File: src/design/lz4bd_pkg.sv
`default_nettype none

package lz4bd_pkg;

  localparam int unsigned MAX_BLOCK_DEF = 65536;
  localparam int unsigned CAP_W         = 17;
  localparam int unsigned HIST_AW       = 16;

  localparam logic [CAP_W-1:0] CAP_RESET = 17'd65536;

  localparam logic [3:0] NIB_EXT   = 4'd15;
  localparam logic [7:0] EXT_CONT  = 8'd255;
  localparam int unsigned MIN_MATCH = 4;

  localparam logic [2:0] ERR_NONE     = 3'd0;
  localparam logic [2:0] ERR_OFFSET   = 3'd1;
  localparam logic [2:0] ERR_OVERFLOW = 3'd2;
  localparam logic [2:0] ERR_TRUNC    = 3'd3;
  localparam logic [2:0] ERR_BUSY     = 3'd4;

  localparam logic CFG_STORED   = 1'b0;
  localparam logic CFG_CAPACITY = 1'b1;

  typedef struct packed {
    logic               emit;
    logic               copy;
    logic [7:0]         lit;
    logic [HIST_AW-1:0] waddr;
    logic               busy;
    logic               done;
    logic [2:0]         err;
    logic [CAP_W-1:0]   len;
  } step_t;

endpackage

`default_nettype wire

File: src/design/lz4bd_parser.sv
`default_nettype none

module lz4bd_parser #(
  parameter int unsigned MAX_BLOCK = lz4bd_pkg::MAX_BLOCK_DEF
) (
  input  wire logic                             clk_i,
  input  wire logic                             rst_ni,
  input  wire logic                             acc_i,
  input  wire logic                             op_i,
  input  wire logic [7:0]                       data_byte_i,
  input  wire logic                             last_i,
  input  wire logic                             stored_i,
  input  wire logic [lz4bd_pkg::CAP_W-1:0]      capacity_i,
  output lz4bd_pkg::step_t                      step_o,
  output logic      [lz4bd_pkg::HIST_AW-1:0]    rd_addr_o
);

  localparam logic [2:0] PH_TOKEN     = 3'd0;
  localparam logic [2:0] PH_LIT_EXT   = 3'd1;
  localparam logic [2:0] PH_LITERALS  = 3'd2;
  localparam logic [2:0] PH_OFF_LO    = 3'd3;
  localparam logic [2:0] PH_OFF_HI    = 3'd4;
  localparam logic [2:0] PH_MATCH_EXT = 3'd5;
  localparam logic [2:0] PH_COPY      = 3'd6;
  localparam logic [2:0] PH_STORED    = 3'd7;

  localparam int unsigned CW = lz4bd_pkg::CAP_W;

  logic [2:0]    ph_q, ph_d;
  logic [3:0]    nib_q, nib_d;
  logic [CW-1:0] lrem_q, lrem_d;
  logic [CW-1:0] mrem_q, mrem_d;
  logic [15:0]   off_q, off_d;
  logic [CW-1:0] wp_q, wp_d;
  logic [2:0]    err_q, err_d;
  logic          end_q, end_d;

  logic [CW-1:0] lim;

  assign lim = (32'(capacity_i) > 32'(MAX_BLOCK)) ? CW'(MAX_BLOCK) : capacity_i;
  assign rd_addr_o = wp_q[lz4bd_pkg::HIST_AW-1:0] - off_q;

  always_comb begin
    logic [CW-1:0] room;
    logic [CW:0]   sum;
    logic [CW:0]   mlen;
    logic          mmore;
    logic [2:0]    fcode;
    logic          bnd;
    logic          emit;
    logic          copy;
    logic [lz4bd_pkg::HIST_AW-1:0] waddr;

    ph_d   = ph_q;
    nib_d  = nib_q;
    lrem_d = lrem_q;
    mrem_d = mrem_q;
    off_d  = off_q;
    wp_d   = wp_q;
    err_d  = err_q;
    end_d  = end_q;
    room   = '0;
    sum    = '0;
    mlen   = '0;
    mmore  = 1'b0;
    fcode  = lz4bd_pkg::ERR_NONE;
    bnd    = 1'b0;
    emit   = 1'b0;
    copy   = 1'b0;
    waddr  = wp_q[lz4bd_pkg::HIST_AW-1:0];

    if (op_i) begin
      if (ph_q == PH_COPY && err_q == lz4bd_pkg::ERR_NONE) begin
        emit = 1'b1;
        copy = 1'b1;
        wp_d = wp_q + 1'b1;
        if (mrem_d != '0) mrem_d = mrem_d - 1'b1;
        if (mrem_d == '0) ph_d = PH_TOKEN;
      end
    end else if (ph_q == PH_COPY) begin
      if (err_q == lz4bd_pkg::ERR_NONE) err_d = lz4bd_pkg::ERR_BUSY;
      ph_d   = PH_TOKEN;
      mrem_d = '0;
      lrem_d = '0;
      if (last_i) end_d = 1'b1;
    end else begin
      if (end_q) begin
        ph_d   = PH_TOKEN;
        wp_d   = '0;
        err_d  = lz4bd_pkg::ERR_NONE;
        end_d  = 1'b0;
        mrem_d = '0;
        lrem_d = '0;
      end
      if (err_d == lz4bd_pkg::ERR_NONE) begin
        if (ph_d == PH_TOKEN && wp_d == '0 && stored_i) ph_d = PH_STORED;
        room  = (wp_d >= lim) ? '0 : lim - wp_d;
        waddr = wp_d[lz4bd_pkg::HIST_AW-1:0];
        case (ph_d)
          PH_STORED: begin
            if (room == '0) begin
              fcode = lz4bd_pkg::ERR_OVERFLOW;
            end else begin
              emit = 1'b1;
              wp_d = wp_d + 1'b1;
              bnd  = 1'b1;
            end
          end
          PH_TOKEN: begin
            nib_d = data_byte_i[3:0];
            if (data_byte_i[7:4] == 4'd0) begin
              ph_d = PH_OFF_LO;
              bnd  = 1'b1;
            end else if (CW'(data_byte_i[7:4]) > room) begin
              fcode = lz4bd_pkg::ERR_OVERFLOW;
            end else begin
              lrem_d = CW'(data_byte_i[7:4]);
              ph_d   = (data_byte_i[7:4] == lz4bd_pkg::NIB_EXT) ? PH_LIT_EXT : PH_LITERALS;
            end
          end
          PH_LIT_EXT: begin
            sum = (CW+1)'(lrem_d) + (CW+1)'(data_byte_i);
            if (sum > (CW+1)'(room)) begin
              fcode = lz4bd_pkg::ERR_OVERFLOW;
            end else begin
              lrem_d = sum[CW-1:0];
              if (data_byte_i != lz4bd_pkg::EXT_CONT) ph_d = PH_LITERALS;
            end
          end
          PH_LITERALS: begin
            emit = 1'b1;
            wp_d = wp_d + 1'b1;
            if (lrem_d != '0) lrem_d = lrem_d - 1'b1;
            if (lrem_d == '0) begin
              ph_d = PH_OFF_LO;
              bnd  = 1'b1;
            end
          end
          PH_OFF_LO: begin
            off_d = {8'd0, data_byte_i};
            ph_d  = PH_OFF_HI;
          end
          PH_OFF_HI: begin
            off_d = {data_byte_i, off_q[7:0]};
            if (off_d == '0 || CW'(off_d) > wp_d) begin
              fcode = lz4bd_pkg::ERR_OFFSET;
            end else begin
              if (nib_q == lz4bd_pkg::NIB_EXT) begin
                mlen  = (CW+1)'(lz4bd_pkg::NIB_EXT) + (CW+1)'(lz4bd_pkg::MIN_MATCH);
                mmore = 1'b1;
              end else begin
                mlen  = (CW+1)'(nib_q) + (CW+1)'(lz4bd_pkg::MIN_MATCH);
                mmore = 1'b0;
              end
              if (mlen > (CW+1)'(room)) begin
                fcode = lz4bd_pkg::ERR_OVERFLOW;
              end else begin
                mrem_d = mlen[CW-1:0];
                ph_d   = mmore ? PH_MATCH_EXT : PH_COPY;
                bnd    = !mmore;
              end
            end
          end
          PH_MATCH_EXT: begin
            mlen  = (CW+1)'(mrem_d) + (CW+1)'(data_byte_i);
            mmore = (data_byte_i == lz4bd_pkg::EXT_CONT);
            if (mlen > (CW+1)'(room)) begin
              fcode = lz4bd_pkg::ERR_OVERFLOW;
            end else begin
              mrem_d = mlen[CW-1:0];
              ph_d   = mmore ? PH_MATCH_EXT : PH_COPY;
              bnd    = !mmore;
            end
          end
          default: begin
            bnd = 1'b0;
          end
        endcase
        if (fcode == lz4bd_pkg::ERR_NONE && last_i && !bnd) fcode = lz4bd_pkg::ERR_TRUNC;
        if (fcode != lz4bd_pkg::ERR_NONE) begin
          err_d  = fcode;
          ph_d   = PH_TOKEN;
          mrem_d = '0;
          lrem_d = '0;
        end
      end
      if (last_i) end_d = 1'b1;
    end

    step_o.emit  = emit;
    step_o.copy  = copy;
    step_o.lit   = data_byte_i;
    step_o.waddr = waddr;
    step_o.busy  = (ph_d == PH_COPY);
    step_o.done  = end_d && (ph_d != PH_COPY);
    step_o.err   = err_d;
    step_o.len   = wp_d;
  end

  always_ff @(posedge clk_i or negedge rst_ni) begin
    if (!rst_ni) begin
      ph_q   <= PH_TOKEN;
      nib_q  <= '0;
      lrem_q <= '0;
      mrem_q <= '0;
      off_q  <= '0;
      wp_q   <= '0;
      err_q  <= lz4bd_pkg::ERR_NONE;
      end_q  <= 1'b0;
    end else if (acc_i) begin
      ph_q   <= ph_d;
      nib_q  <= nib_d;
      lrem_q <= lrem_d;
      mrem_q <= mrem_d;
      off_q  <= off_d;
      wp_q   <= wp_d;
      err_q  <= err_d;
      end_q  <= end_d;
    end
  end

endmodule

`default_nettype wire

File: config.mk
export PLATFORM = sky130hd
export DESIGN_NAME = lz4bd_parser
export DESIGN_NICKNAME = d
export VERILOG_FILES = /design/src/design/lz4bd_pkg.sv /design/src/design/lz4bd_parser.sv
export SDC_FILE = /design/constraint.sdc
export NUM_CORES = 1
export LEC_CHECK = 0
export BUFFER_PORTS_ARGS = -buffer_cell sky130_fd_sc_hd__buf_4
export CAP_MARGIN = 20
export CORE_MARGIN = 3
export CORE_UTILIZATION = 40
export DETAILED_ROUTE_END_ITERATION = 7
export GPL_ROUTABILITY_DRIVEN = 0
export GPL_TIMING_DRIVEN = 0
export SYNTH_ARGS = -nofsm -noshare
export SYNTH_HDL_FRONTEND = slang
export SYNTH_SLANG_ARGS = --single-unit
File: constraint.sdc
create_clock -name clk_i -period 6.53 [get_ports clk_i]
set_input_delay 0.3265 -clock clk_i [delete_from_list [all_inputs] [get_ports clk_i]]
set_output_delay 0.3265 -clock clk_i [all_outputs]
set_load 0.02 [all_outputs]
# After elaboration in Yosys (flattened, before gate mapping)
# Index checks and enable logic that the tools add are counted.
[classes]
magnitude_cmp = 7
n_reduce_logical = 30
mux = 125
n_bitwise = 3
eq_ne = 14
addsub = 9
[ops]
columns = ["cell", "n"]
rows = [
  ["$mux 17", 38],
  ["$mux 3", 36],
  ["$mux 18", 5],
  ["$logic_not 17->1", 4],
  ["$pmux 17 s2", 2],
  ["$gt 18x17->1", 3],
  ["$pmux 17 s3", 1],
  ["$mux 16", 3],
  ["$add 17x8->18", 2],
  ["$add 17x1->17 const B", 2],
  ["$reduce_bool 17->1", 2],
  ["$sub 17x1->17 const B", 2],
  ["$pmux 16 s2", 1],
  ["$mux 1", 24],
  ["$mux 2", 10],
  ["$pmux 3 s6", 1],
  ["$ge 17x17->1", 1],
  ["$gt 16x17->1", 1],
  ["$gt 17x17->1 const B", 1],
  ["$gt 4x17->1", 1],
  ["$sub 17x17->17", 1],
  ["$logic_not 16->1", 1],
  ["$sub 16x16->16", 1],
  ["$eq 3x3->1 const B", 5],
  ["other kinds (23)", 40],
]
[totals]
word_cells = 197
register_bits = 78
inputBits = 31

# Longest topological paths before layout
[depth]
word_depth = 36
depth_mapped = 31
depth_no_buf = 27

# Worst setup path before layout
# Ideal clock, no wire load.
[synth_path]
path_kind = "flip-flop to output port"
from = "register end_q"
to = "output step_o[20] (netlist name)"
stages_incl_launch_ff = 28
arrival_ns = 7.033
path_buffers = 7
path_slack_ns = -0.829
path_cell_list = "dfrtp_1 > clkbuf_1 > inv_1 > clkbuf_1 > clkbuf_1 > clkbuf_1 > buf_1 > nand2_1 > ha_1 > and2_0 > clkbuf_1 > and4_1 > o311ai_1 > a31oi_1 > clkbuf_1 > or3b_2 > ha_1 > nand4_1 > or3_1 > o32ai_1 > a21oi_1 > a41oi_1 > nor2_1 > a2111oi_2 > a21oi_1 > a31oi_1 > a21oi_1 > a31oi_1"
[synth_rtl]
columns = ["item", "line", "rtl"]
rows = [
  ["start: declaration", "lz4bd_parser.sv:36", "logic end_q, end_d;"],
  ["start signal: assignment", "lz4bd_parser.sv:218", "end_q <= end_d;"],
  ["end: declaration", "lz4bd_parser.sv:14", "output lz4bd_pkg::step_t step_o,"],
]

==> out/results.txt <==
hold depth: 2
RSZ-0062 raised after global routing: true
Finished Core Util: 52.1%
crit start category: flop
fin worst setup slack: -0.221 ns
Syn Std Cell Area: 0.0116 mm^2
Avg Vias per Cell: 6.36
wire length on met3: 4.80 mm
failing checks: negative setup slack
Worst Path Buf+Inv: 9
TritonCTS clock tree: done
worst hold margin: 0.269 ns
pre-CTS setup slack: -2.90 ns
status: finished with violations
pins over their slew limit: 0
DRC: 0
register area share after synthesis: 16.8%
Multi-input gate area: 0.00968 mm^2
routed via count: 13,900
# placed instances: 2,093
Max Cap Violations: 0
Placeable Area: 0.0282 mm^2
width of the die: 176 um
Clk pwr share: 8.1%
die area: 0.0311 mm^2
Iteration-0 DRC Markers: 1,565
Post-Route WL: 50.5 mm
CP top delay family: compound AO/OA/AOI/OAI gates
Final period util: 103%
Crit. Startpoint: end_q
largest net degree at the start of global routing: 79
slew of the pin with the lowest slew margin: 1.01 ns
register bit total from synthesis: 78
Synth top area share: 16.8%
Port Buffers: 92
Internal: 3.10 mW
CTS H-Tree Depth: 3
IO Count: 95
Layout area overhead: 26.5%
FF-to-FF path depth: 31
Combinational Power Share: 79.5%
Setup Total Neg Slack: -0.923 ns
Crit path depth: 29
Synth Warn #: 0
routed len/inst: 23.2 um
Root Driver: clkbuf_16
grt ovf: 0
PwrDens: 462 mW/mm^2
synth top area cells: dfrtp_1 (17%), ha_1 (12%), nand2_1 (6.7%)
cell type with the largest total area after synthesis: dfrtp_1
Setup crit end kind: output pin
worst hold start: last_i
number of flops mapped to enable cells by yosys: 0
syn_nets: 1,770
Crit Path Category: flop to output pin
Placed Area: 0.0128 mm^2
Worst path most repeated cell: clkbuf_16
min Tclk post-route: 6.75 ns
DIE HEIGHT: 176 um
Worst EP arrival: 6.42 ns
top sig layer: met4
RR Startpoint: end_q
Post-Route M1 WL: 19.6 mm
fin cells: 2,180
Final setup viols: 10
syn_area_per_cell: 7.16 um^2
most instantiated cells after synthesis: nand2_1 (206), nor2_1 (150), o21ai_0 (117)
clock-pin slew on the worst setup and hold paths: 0.07 ns
Tightest Hold Check Type: primary input to flop
gate count after technology mapping: 1,621
drt first pass iters: 6
flop-to-flop setup slack: -0.09 ns
f_max: 0.148 GHz
Leak: 6.19 nW
Storage cell area: 0.00195 mm^2
Flop pwr share: 12.3%
Initial Utilization: 41.2%
Peak supply drop: 0.273 mV
fraction of layout instances using a drive strength above 1: 20.1%
final clock skew: 0.0113 ns
antenna fix cells: 0
Worst slew margin: 32.3%
Critical Path Fanout Max: 10
met2 WL: 22.7 mm
first-pass GRT wire length: 75.9 mm
Yosys cell types: 92
CTS Buffer Depth: 2
antenna-violating nets left: 0
GRT Util Overall: 31.3%
Primary FF master, synth: dfrtp_1
hpwl dp: 37.2 mm
count of final hold-check violations: 0
Psw: 3.68 mW
slowest CP cell: o21ai_0
clk_lat worst skew: 0.36 ns
final-stage net count: 1,946
FFs w/ async S/R, synth: 100%
Power Total: 6.78 mW
cell area after layout: 0.0147 mm^2
slowest stage delay, CP: 0.56 ns
number of fill cells in the layout: 2,704
number of global-route vias before repair: 13,200
clk sink count: 78
cts bufs inserted: 9
most frequent cell after synthesis: nand2_1
count of standard-cell rows: 61
antenna violations before repair: 0
Sw Share: 54.2%
Required @ worst endpoint: 6.20 ns
-- power by group through the flow --
stage / Combinational (mW) / Sequential (mW) / Clock [mW]
after global placement: 4.55 / 0.833 / 0
final: 5.39 / 0.836 / 0.552
after CTS: 5.12 / 0.826 / 0.559
after detailed placement: 4.62 / 0.836 / 0
after floorplan: 3.23 / 0.767 / 0
after global routing: 5.80 / 0.852 / 0.572
-- layout make-up --
class / instances / share of cell area, %
plain buffers: 95 / 4.36
clock buffers: 9 / 1.53
clock inverters: 7 / 0.545
inverters: 79 / 2.07
multi-input cells: 1367 / 66.0
flip-flops and latches: 78 / 13.3
well taps: 378 / 3.22
repair buffers: 167 / 8.99
-- cell usage in the layout, fill, tap and decap left out, types with 19 or more instances in the layout --
master | Yosys | final
a21oi_1 | 112 | 103
a22oi_1 | 21 | 21
nor2b_1 | 47 | 43
nor3_1 | 40 | 38
clkbuf_1 | 75 | 60
ha_1 | 114 | 95
nand4_1 | 30 | 30
nand3_1 | 43 | 39
o22ai_1 | 19 | 19
nor2_1 | 150 | 137
and3_1 | 24 | 19
nand2_1 | 206 | 195
xnor2_1 | 41 | 40
buf_4 | 9 | 169
inv_1 | 79 | 77
dfrtp_1 | 78 | 77
o21ai_0 | 117 | 110
-- metal layers --
metal | vias to the layer above | GRT usage (%)
met1 | 6492 | 38.9
met2 | 835 | 50.6
met3 | 172 | 5.48
li1 | 6374 | -
met4 | 0 | 18.5
met5 | - | 0
-- repair_timing --
| item | in CTS | in global routing |
|---|---|---|
| buffers inserted | 53 | 17 |
| hold buffers | 0 | 1 |
| gates cloned | 1 | 0 |
| pin swaps | 52 | 36 |
| setup endpoints to repair | 66 | 36 |
| resized for setup | 161 | 34 |
| endpoints found under the hold margin | 0 | 29 |
-- kinds of logic after synthesis --
| logic type | count (synthesis) | synth area share [%] |
|---|---|---|
| AND/OR/NAND/NOR | 647 | 27.3 |
| AO/OA/AOI/OAI | 518 | 30.2 |
| buffers and inverters | 176 | 6.02 |
| adder cells (fa/ha/maj) | 118 | 13.0 |
| flip-flops | 78 | 16.8 |
| XOR/XNOR | 58 | 4.38 |
| multiplexers | 26 | 2.37 |
-- worst register-to-register path, delay by kind of cell (launching register included) --
family / cells / cell delay [ns]
AO/OA/AOI/OAI: 9 / 1.94
adder cells (fa/ha/maj): 2 / 0.57
flip-flops: 1 / 0.44
AND/OR/NAND/NOR: 9 / 1.93
buffers and inverters: 11 / 1.61
-- registers in the layout, summed over array words and instances, names as in the netlist --
register / flops
ph_q: 3
nib_q: 4
wp_q: 17
end_q: 1
mrem_q: 17
err_q: 3
off_q: 16
lrem_q: 17
-- path summary, 6_finish.rpt --
kind | end
hold reg to reg | off_q[8]
setup reg to reg | lrem_q[16]
max in group asynchronous | lrem_q[12]
hold / removal | end_q
min in group asynchronous | off_q[14]
setup / recovery | step_o[21]
Power figures use the tool's default switching activity.
